## src/lesf_pkg.sv

```systemverilog
// Shared types and constants for the largest empty square finder.
`timescale 1ns / 1ps

package lesf_pkg;

    // Fixed field widths
    localparam int CHAR_W     = 8;
    localparam int GW_W       = 11;
    localparam int ROW_W      = 16;
    localparam int CFG_DATA_W = 16;
    localparam int CFG_IDX_W  = 2;

    // Configuration register indexes
    typedef enum logic [CFG_IDX_W-1:0] {
        CFG_EMPTY_CHAR  = 2'd0,
        CFG_GRID_WIDTH  = 2'd1,
        CFG_GRID_HEIGHT = 2'd2
    } cfg_idx_t;

    // Configuration reset values
    localparam logic [CHAR_W-1:0] EMPTY_CHAR_RST  = 8'd46;
    localparam logic [GW_W-1:0]   GRID_WIDTH_RST  = 11'd1;
    localparam logic [ROW_W-1:0]  GRID_HEIGHT_RST = 16'd1;

    // Position flags of a cell in the scan
    typedef struct packed {
        logic first_row;
        logic first_col;
        logic last_col;
        logic last_cell;
    } cell_pos_t;

endpackage

```

## src/lesf_square_track.sv

```systemverilog
// Stage 1: square size of a cell from its neighbors, and tracking of the best square.
`timescale 1ns / 1ps

module lesf_square_track #(
    parameter int COL_W  = 10,
    parameter int SIZE_W = 11
) (
    input  logic                          clk,
    input  logic                          rst_n,
    input  logic                          restart,
    input  logic [lesf_pkg::CHAR_W-1:0]   empty_char,
    input  logic                          s1_valid,
    input  logic [lesf_pkg::CHAR_W-1:0]   s1_cell,
    input  logic [COL_W-1:0]              s1_col,
    input  logic [lesf_pkg::ROW_W-1:0]    s1_row,
    input  lesf_pkg::cell_pos_t           s1_pos,
    input  logic [SIZE_W-1:0]             up_mem,
    input  logic                          out_busy,
    output logic                          s1_fire,
    output logic                          wr_en,
    output logic [COL_W-1:0]              wr_addr,
    output logic [SIZE_W-1:0]             wr_data,
    output logic                          res_load,
    output logic [lesf_pkg::ROW_W-1:0]    res_row,
    output logic [COL_W-1:0]              res_col,
    output logic [SIZE_W-1:0]             res_size
);

    import lesf_pkg::*;

    logic [SIZE_W-1:0] left_reg;
    logic [SIZE_W-1:0] left_next;
    logic [SIZE_W-1:0] diag_reg;
    logic [SIZE_W-1:0] diag_next;
    logic [SIZE_W-1:0] top_size_reg;
    logic [SIZE_W-1:0] top_size_next;
    logic [ROW_W-1:0]  top_row_reg;
    logic [ROW_W-1:0]  top_row_next;
    logic [COL_W-1:0]  top_col_reg;
    logic [COL_W-1:0]  top_col_next;
    logic [SIZE_W-1:0] up;
    logic [SIZE_W-1:0] left;
    logic [SIZE_W-1:0] diag;
    logic [SIZE_W-1:0] min_ul;
    logic [SIZE_W-1:0] min_all;
    logic [SIZE_W-1:0] size;
    logic              better;
    logic [SIZE_W-1:0] best_size;
    logic [ROW_W-1:0]  best_row;
    logic [COL_W-1:0]  best_col;

    // Hold the last cell while the result register is still occupied
    assign s1_fire = s1_valid && !(s1_pos.last_cell && out_busy);

    // Neighbor sizes, zero outside the grid
    always_comb
    begin
        up   = s1_pos.first_row ? '0 : up_mem;
        left = s1_pos.first_col ? '0 : left_reg;
        diag = (s1_pos.first_row || s1_pos.first_col) ? '0 : diag_reg;
        min_ul  = (up < left) ? up : left;
        min_all = (min_ul < diag) ? min_ul : diag;
        size    = (s1_cell == empty_char) ? min_all + SIZE_W'(1) : '0;
    end

    // Best square so far including this cell; ties keep the earlier one
    always_comb
    begin
        better = (size > top_size_reg);
        if (better)
        begin
            best_size = size;
            best_row  = s1_row + ROW_W'(1) - ROW_W'(size);
            best_col  = s1_col + COL_W'(1) - COL_W'(size);
        end
        else
        begin
            best_size = top_size_reg;
            best_row  = top_row_reg;
            best_col  = top_col_reg;
        end
    end

    // State update
    always_comb
    begin
        left_next     = left_reg;
        diag_next     = diag_reg;
        top_size_next = top_size_reg;
        top_row_next  = top_row_reg;
        top_col_next  = top_col_reg;
        if (restart)
        begin
            left_next     = '0;
            diag_next     = '0;
            top_size_next = '0;
            top_row_next  = '0;
            top_col_next  = '0;
        end
        else if (s1_fire)
        begin
            left_next = s1_pos.last_col ? '0 : size;
            diag_next = s1_pos.last_col ? '0 : up;
            if (s1_pos.last_cell)
            begin
                top_size_next = '0;
                top_row_next  = '0;
                top_col_next  = '0;
            end
            else
            begin
                top_size_next = best_size;
                top_row_next  = best_row;
                top_col_next  = best_col;
            end
        end
    end

    always_ff @(posedge clk or negedge rst_n)
    begin
        if (!rst_n)
        begin
            left_reg     <= '0;
            diag_reg     <= '0;
            top_size_reg <= '0;
            top_row_reg  <= '0;
            top_col_reg  <= '0;
        end
        else
        begin
            left_reg     <= left_next;
            diag_reg     <= diag_next;
            top_size_reg <= top_size_next;
            top_row_reg  <= top_row_next;
            top_col_reg  <= top_col_next;
        end
    end

    // Line buffer write and result hand-off
    assign wr_en    = s1_fire;
    assign wr_addr  = s1_col;
    assign wr_data  = size;
    assign res_load = s1_fire && s1_pos.last_cell;
    assign res_row  = best_row;
    assign res_col  = best_col;
    assign res_size = best_size;

endmodule

```

## config.mk

```make
export PLATFORM = sky130hd
export DESIGN_NAME = lesf_square_track
export DESIGN_NICKNAME = d
export VERILOG_FILES = /design/src/lesf_pkg.sv /design/src/lesf_square_track.sv
export SDC_FILE = /design/constraint.sdc
export NUM_CORES = 1
export LEC_CHECK = 0
export ABC_AREA = 1
export ABC_CLOCK_PERIOD_IN_PS = 8100
export BUFFER_PORTS_ARGS = -buffer_cell sky130_fd_sc_hd__buf_4
export CAP_MARGIN = 20
export CORE_MARGIN = 2
export CORE_UTILIZATION = 56
export DETAILED_ROUTE_END_ITERATION = 7
export HOLD_SLACK_MARGIN = 0.05
export PLACE_DENSITY = 0.82
export SETUP_SLACK_MARGIN = 0.3
export SLEW_MARGIN = 20
export SYNTH_ARGS = -nofsm -noshare
export SYNTH_HDL_FRONTEND = slang
export SYNTH_SLANG_ARGS = --single-unit
```

## constraint.sdc

```tcl
create_clock -name clk -period 8.1 [get_ports clk]
set_input_delay 0.405 -clock clk [delete_from_list [all_inputs] [get_ports clk]]
set_output_delay 0.405 -clock clk [all_outputs]
set_load 0.1 [all_outputs]
```

==> impl_metrics.env <==
export IMPL_routed_wl_um=15300
export IMPL_grt_start_max_net_pins=60
export IMPL_use_met2_pct=49.5
export IMPL_ys_async_sr_fraction_pct=100
export IMPL_critPathArrivalTime_ns=6.93
export IMPL_ir_worst_vdd_uv=446
export IMPL_syn_cell_area_mm2=0.00561
export IMPL_reg2reg_depth=43
export IMPL_fillCellCount=857
export IMPL_synth_top_area_share_pct=26.3
export IMPL_crit_top_cell="nand2_1"
export IMPL_layout_setup_ws_ns=0.764
export IMPL_grt_use_total_pct=28.0
export IMPL_critical_path_endpoint_type="output port"
export IMPL_use_met3_pct=4.14
export IMPL_yosysSeqAreaShare_pct=26.3
export IMPL_final_common_cell="nand2_1"
export IMPL_synth_nets=924
export IMPL_rsz0062_at_grt="no"
export IMPL_synth_compound_area_share_pct=15.5
export IMPL_drive_gt1_share_pct=22.2
export IMPL_slew_headroom_pct=28.9
export IMPL_via_per_inst=5.36
export IMPL_skew_ns=0.0103
export IMPL_die_h_um=104
export IMPL_dr_pass1_iters=6
export IMPL_yosys_top_cells_area="dfrtp_1 26%, ha_1 17%, nand2_1 12%, inv_1 10%, o21ai_0 5.3%"
export IMPL_startpoint_type="register"
export IMPL_largest_reg_flops=16
export IMPL_cp_slowest_stage_delay_ns=0.47
export IMPL_htree_levels=3
export IMPL_synthMuxAreaShare_pct=0
export IMPL_core_area_mm2=0.00973
export IMPL_place_ws_ns=0.203
export IMPL_required_ns=7.70
export IMPL_synthXorXnorAreaFrac_pct=3.59
export IMPL_cp_depth=44
export IMPL_cts_sinks=59
export IMPL_fin_hold_ws_ns=0.127
export IMPL_drc=0
export IMPL_fmax_mhz=136
export IMPL_numCtsBuffers=9
export IMPL_routed_via_count=5531
export IMPL_ys_ff_latch=59
export IMPL_tns_ns=0
export IMPL_tightest_slew_ns=1.06
export IMPL_synth_simple_gate_area_share_pct=23.3
export IMPL_dieArea_mm2=0.0108
export IMPL_hold_path_class="in -> async"
export IMPL_report_final_slew_viol_count=0
export IMPL_grt_use_met1_pct=34.4
export IMPL_initialDrtViolationCount=284
export IMPL_row_count=36
export IMPL_antenna_found_initial=0
export IMPL_hold_buffers=0
export IMPL_nets=1033
export IMPL_start_util_pct=57.6
export IMPL_clockBufferDepth=2
export IMPL_routedWlPerCell_um=14.8
export IMPL_synth_adder_area_share_pct=17.2
export IMPL_fin_crit_sh_pct=90.6
export IMPL_pin_count=123
export IMPL_synth_top_family_by_area="simple AND/OR/NAND/NOR gates"
export IMPL_postSynthAreaPerCell_um2=7.13
export IMPL_path_delay_family="simple AND/OR/NAND/NOR gates"
export IMPL_powerDensity_mw_per_mm2=358
export IMPL_power_leakage_uw=0.00381
export IMPL_clk_pin_slew_ns=0.07
export IMPL_yosys_area_top_type="dfrtp_1"
export IMPL_final_cell_mix="170 x nand2_1, 154 x inv_1, 129 x buf_4"
export IMPL_postSynthCellCount=786
export IMPL_synth_edff_count=0
export IMPL_grt_overflow_total=0
export IMPL_die_w_um=104
export IMPL_synthDistinctLibCells=40
export IMPL_crit_fanout=15
export IMPL_place_hpwl_um=11600
export IMPL_ys_flop_type="dfrtp_1"
export IMPL_port_buffers=122
export IMPL_diodes=0
export IMPL_final_setup_viol_count=0
export IMPL_first_global_vias=5496
export IMPL_crit_buf_inv=6
export IMPL_cp_slowest_cell="fa_1"
export IMPL_syn_to_final_growth_pct=22.2
export IMPL_top_usage_layer="met2"
export IMPL_maxCapViolations=0
export IMPL_min_period_ns=7.34
export IMPL_globalplace_congestion=0.948
export IMPL_hold_violations=0
export IMPL_yosysWarnings=0
export IMPL_critPathKind="reg -> out"
export IMPL_antenna_left=0
export IMPL_outcome="finished, final reports clean"
export IMPL_cts_root_buffer="clkbuf_8"
export IMPL_grt_pass1_wl_um=25100
export IMPL_cts_tree="built"
export IMPL_clock_latency_ns=0.35
worst register-to-register path: cells and delay by family, from the launching register on:
family                   cells  cell delay, ns
AO/OA/AOI/OAI                8            1.25
adder cells (fa/ha/maj)      5            1.56
buffers and inverters        4            0.35
flip-flops                   1            0.39
AND/OR/NAND/NOR             26            2.80
final timing paths:
path | start | endpoint | slack (ns)
min | rst_n | diag_reg[1]$_DFFE_PN0P_ | 0.13
max reg2reg | left_reg[10]$_DFFE_PN0P_ | top_row_reg[15]$_DFFE_PN0P_ | 1.65
max | left_reg[10]$_DFFE_PN0P_ | res_row[15] | 0.76
max in group asynchronous | rst_n | diag_reg[9]$_DFFE_PN0P_ | 7.44
min in group clk | up_mem[6] | diag_reg[6]$_DFFE_PN0P_ | 0.37
min reg2reg | top_row_reg[15]$_DFFE_PN0P_ | top_row_reg[15]$_DFFE_PN0P_ | 0.48
layout make-up:
cell class,count,area (um^2),share of cell area [%]
Tap cell,133,166,2.43
Inverter,158,597,8.72
Timing Repair Buffer,131,995,14.5
Sequential cell,59,1480,21.6
Clock buffer,13,159,2.32
Clock inverter,2,35.0,0.512
Multi-Input combinational cell,536,3420,49.9
stage by stage:
stage | utilization (%) | instance area [um^2] | total power, uW | instances
5_1_grt | 70.4 | 6850 | 2550 | 1032
6_report | 70.4 | 6850 | 2450 | 1032
2_1_floorplan | - | 5630 | 1790 | 786
4_1_cts | 69.5 | 6770 | 2430 | 1028
3_5_place_dp | 67.5 | 6570 | 2140 | 1013
3_3_place_gp | 67.5 | 6570 | 2120 | 1013
power breakdown:
group	total (uW)	switching, uW	internal, uW
clock	282	125	157
combinational	1840	1460	382
sequential	329	11.2	317
total	2450	1590	857
synthesized netlist by cell type (7+ instances only):
cell type	count
inv_1	156
xnor2_1	9
dfrtp_1	59
nand3_1	28
nand2_2	11
a21oi_1	40
o21ai_0	59
o22ai_1	27
o21ai_1	10
xor2_1	14
ha_1	74
clkbuf_1	16
nor2_1	33
nand2_1	172
nand3_2	7
buf_4	13
layer usage:
layer,vias up,part of all wire [%]
li1,2737,-
met1,2556,41
met2,192,50
met3,46,5.5
met4,0,3.2
met5,-,0
cells by family (layout without fill, tap and decap cells):
kind of cell,count (synthesis),count (layout)
and+or+nand+nor,281,282
buffers and inverters,192,304
AOI/OAI and AO/OA,155,155
adders and majority gates,76,76
DFF,59,59
xor gates and xnor gates,23,23
repair_timing:
item                       4_1_cts  5_1_grt
setup endpoints to repair        1       18
buffers inserted                 0        3
cloned                           0        1
pin swaps                        0        1
gates resized for setup          2       17
No activity file was read; power rests on OpenSTA's default activity.
