==> src/lesf_pkg.sv <==
// Shared types and constants for the largest empty square finder.
`timescale 1ns / 1ps

package lesf_pkg;

    // Fixed field widths
    localparam int CHAR_W     = 8;
    localparam int GW_W       = 11;
    localparam int ROW_W      = 16;
    localparam int CFG_DATA_W = 16;
    localparam int CFG_IDX_W  = 2;

    // Configuration register indexes
    typedef enum logic [CFG_IDX_W-1:0] {
        CFG_EMPTY_CHAR  = 2'd0,
        CFG_GRID_WIDTH  = 2'd1,
        CFG_GRID_HEIGHT = 2'd2
    } cfg_idx_t;

    // Configuration reset values
    localparam logic [CHAR_W-1:0] EMPTY_CHAR_RST  = 8'd46;
    localparam logic [GW_W-1:0]   GRID_WIDTH_RST  = 11'd1;
    localparam logic [ROW_W-1:0]  GRID_HEIGHT_RST = 16'd1;

    // Position flags of a cell in the scan
    typedef struct packed {
        logic first_row;
        logic first_col;
        logic last_col;
        logic last_cell;
    } cell_pos_t;

endpackage

==> src/lesf_cell_seq.sv <==
// Input stage: scan position counters, line buffer read issue and cell register.
`timescale 1ns / 1ps

module lesf_cell_seq #(
    parameter int COL_W = 10
) (
    input  logic                          clk,
    input  logic                          rst_n,
    input  logic                          restart,
    input  logic [COL_W-1:0]              col_last,
    input  logic [lesf_pkg::ROW_W-1:0]    row_last,
    input  logic                          in_valid,
    output logic                          in_ready,
    input  logic [lesf_pkg::CHAR_W-1:0]   cell_byte,
    input  logic                          s1_fire,
    output logic                          s1_valid,
    output logic [lesf_pkg::CHAR_W-1:0]   s1_cell,
    output logic [COL_W-1:0]              s1_col,
    output logic [lesf_pkg::ROW_W-1:0]    s1_row,
    output lesf_pkg::cell_pos_t           s1_pos,
    output logic                          rd_en,
    output logic [COL_W-1:0]              rd_addr
);

    import lesf_pkg::*;

    logic [COL_W-1:0] col_count_reg;
    logic [COL_W-1:0] col_count_next;
    logic [ROW_W-1:0] row_count_reg;
    logic [ROW_W-1:0] row_count_next;
    logic             s1_valid_reg;
    logic             s1_valid_next;
    logic [CHAR_W-1:0] s1_cell_reg;
    logic [COL_W-1:0] s1_col_reg;
    logic [ROW_W-1:0] s1_row_reg;
    cell_pos_t        s1_pos_reg;
    cell_pos_t        pos_now;
    logic             accept;

    // Handshake: a new request enters when stage 1 is empty or draining
    assign in_ready = !s1_valid_reg || s1_fire;
    assign accept   = in_valid && in_ready;
    assign rd_en    = accept;
    assign rd_addr  = col_count_reg;

    // Position flags of the incoming cell
    always_comb
    begin
        pos_now.first_row = (row_count_reg == '0);
        pos_now.first_col = (col_count_reg == '0);
        pos_now.last_col  = (col_count_reg == col_last);
        pos_now.last_cell = (col_count_reg == col_last) && (row_count_reg == row_last);
    end

    // Scan counters
    always_comb
    begin
        col_count_next = col_count_reg;
        row_count_next = row_count_reg;
        if (restart)
        begin
            col_count_next = '0;
            row_count_next = '0;
        end
        else if (accept)
        begin
            if (pos_now.last_col)
            begin
                col_count_next = '0;
                row_count_next = pos_now.last_cell ? '0 : row_count_reg + ROW_W'(1);
            end
            else
            begin
                col_count_next = col_count_reg + COL_W'(1);
            end
        end
    end

    // Stage 1 occupancy
    always_comb
    begin
        if (accept)
        begin
            s1_valid_next = 1'b1;
        end
        else if (s1_fire)
        begin
            s1_valid_next = 1'b0;
        end
        else
        begin
            s1_valid_next = s1_valid_reg;
        end
    end

    always_ff @(posedge clk or negedge rst_n)
    begin
        if (!rst_n)
        begin
            col_count_reg <= '0;
            row_count_reg <= '0;
            s1_valid_reg  <= 1'b0;
        end
        else
        begin
            col_count_reg <= col_count_next;
            row_count_reg <= row_count_next;
            s1_valid_reg  <= s1_valid_next;
        end
    end

    // Cell payload register
    always_ff @(posedge clk)
    begin
        if (accept)
        begin
            s1_cell_reg <= cell_byte;
            s1_col_reg  <= col_count_reg;
            s1_row_reg  <= row_count_reg;
            s1_pos_reg  <= pos_now;
        end
    end

    assign s1_valid = s1_valid_reg;
    assign s1_cell  = s1_cell_reg;
    assign s1_col   = s1_col_reg;
    assign s1_row   = s1_row_reg;
    assign s1_pos   = s1_pos_reg;

endmodule

==> config.mk <==
export PLATFORM = sky130hd
export DESIGN_NAME = lesf_cell_seq
export DESIGN_NICKNAME = d
export VERILOG_FILES = /design/src/lesf_pkg.sv /design/src/lesf_cell_seq.sv
export SDC_FILE = /design/constraint.sdc
export NUM_CORES = 1
export LEC_CHECK = 0
export BUFFER_PORTS_ARGS = -buffer_cell sky130_fd_sc_hd__buf_2
export CAP_MARGIN = 30
export CORE_ASPECT_RATIO = 0.7
export CORE_MARGIN = 2
export CORE_UTILIZATION = 55
export DETAILED_ROUTE_END_ITERATION = 16
export PLACE_DENSITY = 0.82
export SYNTH_ARGS = -nofsm -noshare
export SYNTH_HDL_FRONTEND = slang
export SYNTH_SLANG_ARGS = --single-unit
==> constraint.sdc <==
create_clock -name clk -period 3.89 [get_ports clk]
set_input_delay 0 -clock clk [delete_from_list [all_inputs] [get_ports clk]]
set_output_delay 0 -clock clk [all_outputs]
set_load 0.005 [all_outputs]
==> metrics.md, run 1 <==
| Metric | Value |
|---|---|
| FF+latch count, synth | 65 |
| Min Tclk post-route | 2.72 ns |
| Most frequent cell after synthesis | edfxtp_1 |
| # resized after CTS | 0 |
| Core area | 0.00531 mm2 |
| Total gr overflow | 0 |
| Final hold vios | 0 |
| Reg clk slew, reported paths | 0.07 ns |
| CP startpoint kind | flop |
| DP Area | 0.00352 mm2 |
| Area grow syn2layout | 26.0% |
| Routed Antenna Nets | 0 |
| VDD IR-drop max | 214 uV |
| Critical Path RT | 4.08 ns |
| Ratio of final minimum period to clock period | 70.0% |
| Share of cells above drive strength 1 | 29.5% |
| Worst min-delay path class | in2reg |
| Async SR Flop Fraction | 41.5% |
| R2R Setup Slk | 1.17 ns |
| Post-synth top area share | 37.3% |
| Worst reg-to-reg path cell count | 5 |
| Syn Nets | 307 |
| RR Startpoint | row_count_reg[2] |
| Clk buf depth | 2 |
| Diodes inserted | 0 |
| Clk root buf | clkbuf_8 |
| DR iter-0 viols | 283 |
| Total wire length | 6970 um |
| Min-delay src | s1_fire |
| Clock buffer count from CTS | 9 |
| DR vias | 2480 |
| Detailed-route vias per instance | 5.66 |
| H-tree levels | 3 |
| Chip Height | 66.4 um |
| Final #Nets | 404 |
| Slew Viols, Final | 0 |
| Syn avg cell area | 11.6 um2 |
| Final Setup Violations | 0 |
| Slew headroom | 34.3% |
| Dominant synthesized flop cell | edfxtp_1 |
| Max-cap violation count | 0 |
| Sequential area share after synthesis | 59.4% |
| Clk_lat worst skew | 0.35 ns |
| Setup_tns | 0 ns |
| Input/output buffers | 89 |
| CP max FO | 23 |
| Post-route DRC | 0 |
| Worst path arrival time | 2.92 ns |
| Distinct cells, synth | 33 |
| Synth Instances | 264 |
| IO Pins | 90 |
| Worst Hold Path EP | s1_valid |
| Synth area leader | edfxtp_1 |
| Die area | 0.00618 mm2 |
| Post-synth EDFFs | 38 |
| Status | finished, final reports clean |
| Post-DP HPWL | 4600 um |
| Worst R2R End | row_count_reg[3] |
| Die W | 93.1 um |
| RSZ-0062 raised after global routing | false |
| CTS sink cnt | 65 |
| Routed len/inst | 15.9 um |
| Crit. End Element | flop |
| CP Class | reg2reg |
| Cell row count | 22 |
| Ys Warns | 0 |
| Final Wtd Congestion | 0.861 |
| Pwr per Cell Area | 388 mW/mm2 |
| Hold path cells | 3 |
| CTS tree | done |
| Final instance area | 0.00385 mm2 |
| Max Fclk | 0.367 GHz |
| Tot GR Track Use | 24.4% |
| Syn Std Cell Area | 0.00306 mm2 |
| P_leak | 1.61 nW |
| Initial antenna violation count | 0 |
| DR pass1 iterations | 5 |
| First-pass GRT wire length | 11100 um |
| Vias in the first global route | 2194 |
| Clk_skew | 0.00682 ns |
| Worst-Margin Slew | 0.978 ns |
| Initial core utilization | 57.5% |
| Top cells by count, synth | edfxtp_1 (38), dfrtp_1 (27), a31oi_1 (17), nand2_1 (17), xnor2_1 (17) |
| Largest net degree at the start of global routing | 28 |
| Area contributors post-synth | edfxtp_1 (37%), dfrtp_1 (22%), xnor2_1 (4.9%) |
[layout by cell type (no fill, tap or decap), drive strengths merged, types with 3 or more instances in the layout]
cell and n:
clkbuf 10, o21ai 9, edfxtp 38, dlygate4sd3 11, dfrtp 27, inv 17, and4 3, xnor2 18
nor3 8, ha 4, nand4 7, nor4 13, clkinvlp 3, buf 90, a21oi 3, nand2 17
xor2 16, o211ai 4, nand3b 4, nor2 14, nand3 14, a31oi 17
[per-layer routing]
metal / vias up / wire length, um / global-route usage, %
li1: 1163 / - / -
met1: 1162 / 3010 / 32.8
met2: 142 / 3180 / 35.7
met3: 13 / 660 / 9.69
met4: 0 / 124 / 9.38
met5: - / 0 / 0
[what timing repair did]
| action | 4_1_cts | 5_1_grt |
|---|---|---|
| buffers inserted | 0 | 0 |
| endpoints found under the hold margin | 40 | 0 |
| hold buffers | 11 | 0 |
[cells by family (layout without fill, tap and decap cells)]
group	count (synthesis)	count (layout)	share of synthesized area, %
simple gates	90	90	16.1
xor+xnor	34	34	9.99
flops	65	65	59.4
buf+inv	31	133	4.54
compound gates	40	40	8.27
fa+ha+maj	4	4	1.64
[critical path: stages, from the launching register on]
cell	delay (ns)
dfrtp_1	0.49
xor2_1	0.20
nor4_1	0.39
nand4_1	0.81
nand2_1	0.48
o221ai_1	0.19
[through the flow]
step	hold slack, ns	instances	util [%]	total power [W]	worst slack [ns]
6_report	0.0122	438	72.5	0.00149	1.17
5_1_grt	0.0255	438	72.5	0.00155	0.963
4_1_cts	0.00198	438	72.5	0.00150	1.25
3_5_place_dp	0.0556	411	66.3	0.000873	1.29
3_3_place_gp	0.0539	411	66.3	0.000871	1.37
2_1_floorplan	-0.296	264	-	0.000816	1.92
[how the worst max path moves through the flow]
stage,from,to,slack (ns),cells after the start
floorplan,s1_valid,rd_addr[2],1.92,5
global placement,rd_addr[5],row_count_reg[0],1.37,5
detailed placement,rd_addr[5],row_count_reg[0],1.29,5
CTS,row_count_reg[2],row_count_reg[3],1.25,5
global route,row_count_reg[7],row_count_reg[9],0.96,5
finish,row_count_reg[2],row_count_reg[3],1.17,5
[area by class of cell]
class / instances / area (um2)
fill: 367 / 1460
clock inverter: 6 / 91.3
timing repair buffer: 101 / 563
inverter: 16 / 60.1
clock buffer: 10 / 128
sequential: 65 / 1820
tap: 72 / 90.1
multi-input combinational: 168 / 1100
[report_power, final]
group / total, W / switching (W) / internal, W / leakage (nW)
Combinational: 0.000107 / 0.0000572 / 0.0000498 / 0.773
Clock: 0.000627 / 0.000264 / 0.000363 / 0.0991
Sequential: 0.000761 / 0.00000752 / 0.000753 / 0.743
Total: 0.00149 / 0.000329 / 0.00117 / 1.61
(Power assumes the default switching activity.)
==> run 2: changes to the inputs <==
--- a/config.mk
+++ b/config.mk
@@ -5,13 +5,14 @@
 export SDC_FILE = /design/constraint.sdc
 export NUM_CORES = 1
 export LEC_CHECK = 0
+export ABC_AREA = 1
 export BUFFER_PORTS_ARGS = -buffer_cell sky130_fd_sc_hd__buf_2
 export CAP_MARGIN = 30
 export CORE_ASPECT_RATIO = 0.7
 export CORE_MARGIN = 2
-export CORE_UTILIZATION = 55
+export CORE_UTILIZATION = 47
 export DETAILED_ROUTE_END_ITERATION = 16
-export PLACE_DENSITY = 0.82
+export PLACE_DENSITY = 0.74
 export SYNTH_ARGS = -nofsm -noshare
 export SYNTH_HDL_FRONTEND = slang
 export SYNTH_SLANG_ARGS = --single-unit
==> constraint.sdc (replaced) <==
create_clock -name clk -period 2.3 [get_ports clk]
set_input_delay 0 -clock clk [delete_from_list [all_inputs] [get_ports clk]]
set_output_delay 0 -clock clk [all_outputs]
set_load 0.005 [all_outputs]
==> metrics.md, run 2 <==
| Metric | Value |
|---|---|
| Final Wtd Congestion | 0.924 (was 0.861) |
| Total gr overflow | 0 (unchanged) |
| Clk_lat worst skew | 0.34 ns (was 0.35 ns) |
| Async SR Flop Fraction | 41.5% (unchanged) |
| Pwr per Cell Area | 601 mW/mm2 (was 388 mW/mm2) |
| Area grow syn2layout | 25.6% (was 26.0%) |
| Total wire length | 7440 um (was 6970 um) |
| Min Tclk post-route | 2.00 ns (was 2.72 ns) |
| Ratio of final minimum period to clock period | 86.8% (was 70.0%) |
| Diodes inserted | 0 (unchanged) |
| Total power | 0.00246 W (was 0.00149 W) |
| Initial core utilization | 48.5% (was 57.5%) |
| Vias in the first global route | 2523 (was 2194) |
| CP Class | reg2reg (unchanged) |
| CP max FO | 13 (was 23) |
| Hold-fix buffers at CTS | 10 (was 11) |
| Synth area leader | edfxtp_1 (unchanged) |
| CTS tree | done (unchanged) |
| DP Area | 0.00381 mm2 (was 0.00352 mm2) |
| Total setup buffers inserted after CTS | 0 (unchanged) |
| Post-DP HPWL | 5470 um (was 4600 um) |
| Ys Warns | 0 (unchanged) |
| Comb power frac | 10.5% (was 7.2%) |
| Chip Height | 73.7 um (was 66.4 um) |
| IO Pins | 90 (unchanged) |
| VDD IR-drop max | 274 uV (was 214 uV) |
| Final instance area | 0.00409 mm2 (was 0.00385 mm2) |
| Worst-Margin Slew | 0.626 ns (was 0.978 ns) |
| Input/output buffers | 89 (unchanged) |
| Reg clk slew, reported paths | 0.07 ns (about the same) |
| Clock buffer count from CTS | 9 (unchanged) |
| RSZ-0062 raised after global routing | false (unchanged) |
| DR iter-0 viols | 138 (was 283) |
| Worst min-delay path class | in2reg (unchanged) |
| Dominant synthesized flop cell | edfxtp_1 (unchanged) |
| Setup_tns | 0 ns (unchanged) |
| Top cells by count, synth | nand2_1 (114), inv_1 (54), edfxtp_1 (38), nor2_1 (38), dfrtp_1 (27) (was edfxtp_1 (38), dfrtp_1 (27), a31oi_1 (17), nand2_1 (17), xnor2_1 (17)) |
| Max Fclk | 0.501 GHz (was 0.367 GHz) |
| Syn avg cell area | 8.98 um2 (was 11.6 um2) |
| Commonest non-fill, non-tap cells in the layout | nand2_1 (114), buf_2 (89), inv_1 (54) (was buf_2 (89), edfxtp_1 (38), dfrtp_1 (27)) |
| Clock power frac | 35.9% (was 41.9%) |
| Most frequent cell after synthesis | nand2_1 (was edfxtp_1) |
| CTS sink cnt | 65 (unchanged) |
| H-tree levels | 3 (unchanged) |
| Initial antenna violation count | 0 (unchanged) |
| Final hold vios | 0 (unchanged) |
| Sequential area share after synthesis | 55.7% (was 59.4%) |
| Sequential group share of total power | 53.6% (was 50.9%) |
| DR vias | 2757 (was 2480) |
| Worst path arrival time | 2.25 ns (was 2.92 ns) |
| Commonest non-fill, non-tap cell in the layout | nand2_1 (was buf_2) |
| Final core area utilization | 60.9% (was 72.5%) |
| Share of cells above drive strength 1 | 27.9% (was 29.5%) |
| Tot GR Track Use | 20.9% (was 24.4%) |
| Cell row count | 25 (was 22) |
| Slew headroom | 58.3% (was 34.3%) |
| First-pass GRT wire length | 12200 um (was 11100 um) |
| Slew Viols, Final | 0 (unchanged) |
| Max-cap violation count | 0 (unchanged) |
| DR pass1 iterations | 5 (unchanged) |
| Post-route DRC | 0 (unchanged) |
| Sw power | 0.000610 W (was 0.000329 W) |
| Routed Antenna Nets | 0 (unchanged) |
| Die area | 0.00763 mm2 (was 0.00618 mm2) |
| Syn Std Cell Area | 0.00326 mm2 (was 0.00306 mm2) |
| P_int | 0.00185 W (was 0.00117 W) |
| Largest net degree at the start of global routing | 29 (was 28) |
| Crit. End Element | flop (unchanged) |
| Clk root buf | clkbuf_8 (unchanged) |
| Core area | 0.00673 mm2 (was 0.00531 mm2) |
| Post-synth top area share | 35.0% (was 37.3%) |
| Status | finished, final reports clean (unchanged) |
| Detailed-route vias per instance | 4.83 (was 5.66) |
| CP startpoint kind | flop (unchanged) |
| Area contributors post-synth | edfxtp_1 (35%), dfrtp_1 (21%), nand2_1 (13%) (was edfxtp_1 (37%), dfrtp_1 (22%), xnor2_1 (4.9%)) |
| Critical Path RT | 2.55 ns (was 4.08 ns) |
| Final Setup Violations | 0 (unchanged) |
| FF+latch count, synth | 65 (unchanged) |
| Worst Hold Slack | 0.0240 ns (was 0.0122 ns) |
| Routed len/inst | 13.0 um (was 15.9 um) |
| P_leak | 1.95 nW (was 1.61 nW) |
| Syn Nets | 406 (was 307) |
| Clk_skew | 0.00877 ns (was 0.00682 ns) |
| Die W | 104 um (was 93.1 um) |
| Final #Nets | 515 (was 404) |
| Clk buf depth | 2 (unchanged) |
| Distinct cells, synth | 27 (was 33) |
| Synth Instances | 363 (was 264) |
| # resized after CTS | 0 (unchanged) |
| Switching Fraction | 24.8% (was 22.0%) |
| Post-synth EDFFs | 38 (unchanged) |
## run 2: changes by cell type after synthesis, moves of 5 or more
cell,previous run,this run
nor2_1,14,38
nand2_2,0,6
nor4_1,12,2
o21ai_2,0,10
nand2_1,17,114
clkbuf_1,7,0
inv_1,16,54
buf_2,6,1
a31oi_1,17,0
xnor2_1,17,1
## run 2: power by group through the flow
stage | Sequential, W | Clock (W) | Combinational, W
2_1_floorplan | 0.00135 | 0 | 0.000113
3_3_place_gp | 0.00134 | 0 | 0.000240
3_5_place_dp | 0.00134 | 0 | 0.000246
4_1_cts | 0.00132 | 0.000907 | 0.000260
5_1_grt | 0.00133 | 0.000954 | 0.000291
6_report | 0.00132 | 0.000883 | 0.000258
## run 2: final timing paths
kind                                    from           endpoint  slack (ns)  depth (start not counted)
setup reg to reg                  rd_addr[0]   row_count_reg[0]        0.30                          8
hold reg to reg            row_count_reg[15]         s1_row[15]        0.51                          0
setup / recovery                  rd_addr[0]   row_count_reg[0]        0.30                          8
max in group asynchronous              rst_n   row_count_reg[5]        1.68                          2
min in group asynchronous              rst_n  row_count_reg[13]        0.21                          2
hold / removal                      in_valid           s1_valid        0.02                          3
## run 2: per-layer routing
| layer | GRT usage, % | part of all wire, % | routed length, um | up-vias |
|---|---|---|---|---|
| met5 | 0 | 0 | 0 | - |
| met4 | 8.26 | 1.3 | 95 | 0 |
| li1 | - | - | - | 1363 |
| met2 | 31.3 | 45 | 3310 | 96 |
| met3 | 6.21 | 7.0 | 519 | 10 |
| met1 | 28.9 | 47 | 3510 | 1288 |
## run 2: metrics by stage
stage	cells	setup slack (ns)
detailed placement	545	0.333
finish	571	0.303
floorplan	363	0.447
global placement	545	0.404
global route	571	0.0640
CTS	571	0.315
## run 2: layout make-up
cell class	count	area (um2)
fill	588	2630
sequential	65	1820
multi-input combinational	238	1200
timing repair buffer	101	561
inverter	57	214
clock buffer	12	155
tap	94	118
clock inverter	4	27.5
## run 2: logic make-up after synthesis
group / Yosys count / synth area share, %
xor gates and xnor gates: 19 / 5.10
buffers and inverters: 60 / 7.41
and+or+nand+nor: 194 / 25.5
adders and majority gates: 4 / 1.53
AOI/OAI and AO/OA: 21 / 4.72
DFF: 65 / 55.7
## run 2: worst max-delay path, cell delays in order (launching register included)
cell and delay [ns]:
dfrtp_1 0.44, inv_1 0.12, nand2_1 0.08, nand2_1 0.05, nor2_1 0.20, nand3_1 0.12, nor2_2 0.13, nand4_2 0.45
o21ai_0 0.31
==> run 3: changes to the inputs <==
--- a/config.mk
+++ b/config.mk
@@ -8,11 +8,12 @@
 export ABC_AREA = 1
 export BUFFER_PORTS_ARGS = -buffer_cell sky130_fd_sc_hd__buf_2
 export CAP_MARGIN = 30
-export CORE_ASPECT_RATIO = 0.7
+export CORE_ASPECT_RATIO = 1.2
 export CORE_MARGIN = 2
 export CORE_UTILIZATION = 47
 export DETAILED_ROUTE_END_ITERATION = 16
 export PLACE_DENSITY = 0.74
+export SLEW_MARGIN = 40
 export SYNTH_ARGS = -nofsm -noshare
 export SYNTH_HDL_FRONTEND = slang
 export SYNTH_SLANG_ARGS = --single-unit
==> metrics.md, run 3 (synthesis gave the netlist of run 2 again) <==
| Metric | Value |
|---|---|
| Max Fclk | 0.518 GHz (was 0.501 GHz) |
| CTS tree | done (unchanged) |
| Final core area utilization | 61.3% (was 60.9%) |
| Slew headroom | 56.7% (was 58.3%) |
| Worst Setup Slack post-DPL | 0.385 ns (was 0.333 ns) |
| Post-route DRC | 0 (unchanged) |
| CP Class | reg2reg (unchanged) |
| Die area | 0.00762 mm2 (was 0.00763 mm2) |
| Comb power frac | 9.0% (was 10.5%) |
| Clk_skew | 0.0133 ns (was 0.00877 ns) |
| RR Startpoint | rd_addr[0] (unchanged) |
| Final instance area | 0.00415 mm2 (was 0.00409 mm2) |
| R2R Setup Slk | 0.37 ns (was 0.30 ns) |
| DP Area | 0.00379 mm2 (was 0.00381 mm2) |
| # fillers | 580 (was 588) |
| DR iter-0 viols | 134 (was 138) |
| Share of cells above drive strength 1 | 27.7% (was 27.9%) |
| Chip Height | 95.2 um (was 73.7 um) |
| Total wire length | 7170 um (was 7440 um) |
| Setup_tns | 0 ns (unchanged) |
| Cell row count | 33 (was 25) |
| RSZ-0062 raised after global routing | false (unchanged) |
| Ratio of final minimum period to clock period | 83.9% (was 86.8%) |
| Clk buf depth | 2 (unchanged) |
| Worst Hold Path EP | s1_valid (unchanged) |
| Switching Fraction | 21.9% (was 24.8%) |
| Core area | 0.00677 mm2 (was 0.00673 mm2) |
| Initial core utilization | 48.2% (was 48.5%) |
| Detailed-route vias per instance | 4.80 (was 4.83) |
| Clock power frac | 43.6% (was 35.9%) |
| Final hold vios | 0 (unchanged) |
| Worst path arrival time | 2.18 ns (was 2.25 ns) |
| Clk root buf | clkbuf_8 (unchanged) |
| Input/output buffers | 89 (unchanged) |
| Final #Nets | 514 (was 515) |
| Sw power | 0.000610 W (about the same) |
| Post-DP HPWL | 5240 um (was 5470 um) |
| Tot GR Track Use | 19.9% (was 20.9%) |
| Worst min-delay path class | in2reg (unchanged) |
| CP startpoint kind | flop (unchanged) |
| DR pass1 iterations | 4 (was 5) |
| DR vias | 2700 (was 2757) |
| Crit. End Element | flop (unchanged) |
| Largest net degree at the start of global routing | 40 (was 29) |
| Slew Viols, Final | 0 (unchanged) |
| H-tree levels | 3 (unchanged) |
| Total setup buffers inserted after CTS | 0 (unchanged) |
| CTS sink cnt | 65 (unchanged) |
| Min-delay src | in_valid (unchanged) |
| P_int | 0.00218 W (was 0.00185 W) |
| Routed Antenna Nets | 0 (unchanged) |
| Routed len/inst | 12.7 um (was 13.0 um) |
| Initial antenna violation count | 0 (unchanged) |
| Final Wtd Congestion | 0.885 (was 0.924) |
| Clock buffer count from CTS | 9 (unchanged) |
| Worst reg-to-reg path cell count | 8 (unchanged) |
| First-pass GRT wire length | 11500 um (was 12200 um) |
| Final WS setup | 0.371 ns (was 0.303 ns) |
| CP max FO | 13 (unchanged) |
| Placed cells | 537 (was 545) |
| Min Tclk post-route | 1.93 ns (was 2.00 ns) |
| Clk_lat worst skew | 0.35 ns (was 0.34 ns) |
| Hold path cells | 3 (unchanged) |
| Pwr per Cell Area | 672 mW/mm2 (was 601 mW/mm2) |
| VDD IR-drop max | 368 uV (was 274 uV) |
| Worst R2R End | row_count_reg[0] (unchanged) |
| IO Pins | 90 (unchanged) |
| Critical Path RT | 2.55 ns (about the same) |
| Final Setup Violations | 0 (unchanged) |
| Area grow syn2layout | 27.2% (was 25.6%) |
| Vias in the first global route | 2563 (was 2523) |
| Die W | 80.0 um (was 104 um) |
| Status | finished, final reports clean (unchanged) |
| CP startpoint | rd_addr[0] (unchanged) |
| Fin cells | 563 (was 571) |
| Total gr overflow | 0 (unchanged) |
| P_leak | 1.98 nW (was 1.95 nW) |
| Max-cap violation count | 0 (unchanged) |
| Worst-Margin Slew | 0.649 ns (was 0.626 ns) |
| Commonest non-fill, non-tap cells in the layout | nand2_1 (114), buf_2 (89), inv_1 (54) (unchanged) |
| Commonest non-fill, non-tap cell in the layout | nand2_1 (unchanged) |
| Diodes inserted | 0 (unchanged) |
| Reg clk slew, reported paths | 0.08 ns (was 0.07 ns) |
| Sequential group share of total power | 47.4% (was 53.6%) |
[run 3: cell types whose count changed in the layout (fill, tap and decap cells not counted)]
cell,previous run,this run
clkinv_1,1,2
clkbuf_1,1,0
clkinvlp_4,3,1
clkinv_2,1,0
buf_4,2,1
bufinv_16,0,3
[run 3: layer usage]
layer / share of wire (%) / global-route usage (%) / up-vias / wire, um
li1: - / - / 1360 / -
met5: 0 / 0 / - / 0
met2: 50 / 33.8 / 67 / 3620
met3: 3.7 / 3.22 / 16 / 268
met1: 43 / 23.8 / 1257 / 3080
met4: 2.8 / 11.2 / 0 / 204
[run 3: critical path, cell delays in order, from the launching register on]
cell	delay [ns]
dfrtp_1	0.45
inv_1	0.11
nand2_1	0.07
nand2_1	0.05
nor2_1	0.16
nand3_1	0.12
nor2_2	0.14
nand4_2	0.42
o21ai_0	0.29
[run 3: power groups by stage]
stage	logic, W	registers [W]	clock network [W]
floorplan	0.000113	0.00135	0
global placement	0.000239	0.00134	0
detailed placement	0.000243	0.00135	0
CTS	0.000256	0.00132	0.00123
global route	0.000286	0.00133	0.00129
finish	0.000252	0.00132	0.00121
[run 3: stage by stage]
step	power, W	hold slack, ns
after global routing	0.00290	0.0715
final	0.00279	0.0358
after CTS	0.00281	0.0269
after floorplan	0.00146	-0.296
after global placement	0.00158	0.0680
after detailed placement	0.00159	0.0653
[run 3: how the worst max path moves through the flow]
stage,endpoint
5_1_grt,row_count_reg[0]
2_1_floorplan,s1_cell[0]
3_5_place_dp,row_count_reg[15]
6_report,row_count_reg[0]
3_3_place_gp,row_count_reg[0]
4_1_cts,row_count_reg[0]
[run 3: repair_timing]
| item | in CTS | in global routing |
|---|---|---|
| endpoints found under the hold margin | 36 | 0 |
| gates resized for setup | 0 | 0 |
| hold buffers | 10 | 0 |
[run 3: layout make-up]
cell class	instances	area, um2	area share (%)
clock buffer	11	151	3.65
clock inverter	5	101	2.44
inverter	57	214	5.16
multi-input combinational	238	1200	29.0
sequential	65	1820	43.8
tap	87	109	2.62
timing repair buffer	100	553	13.3
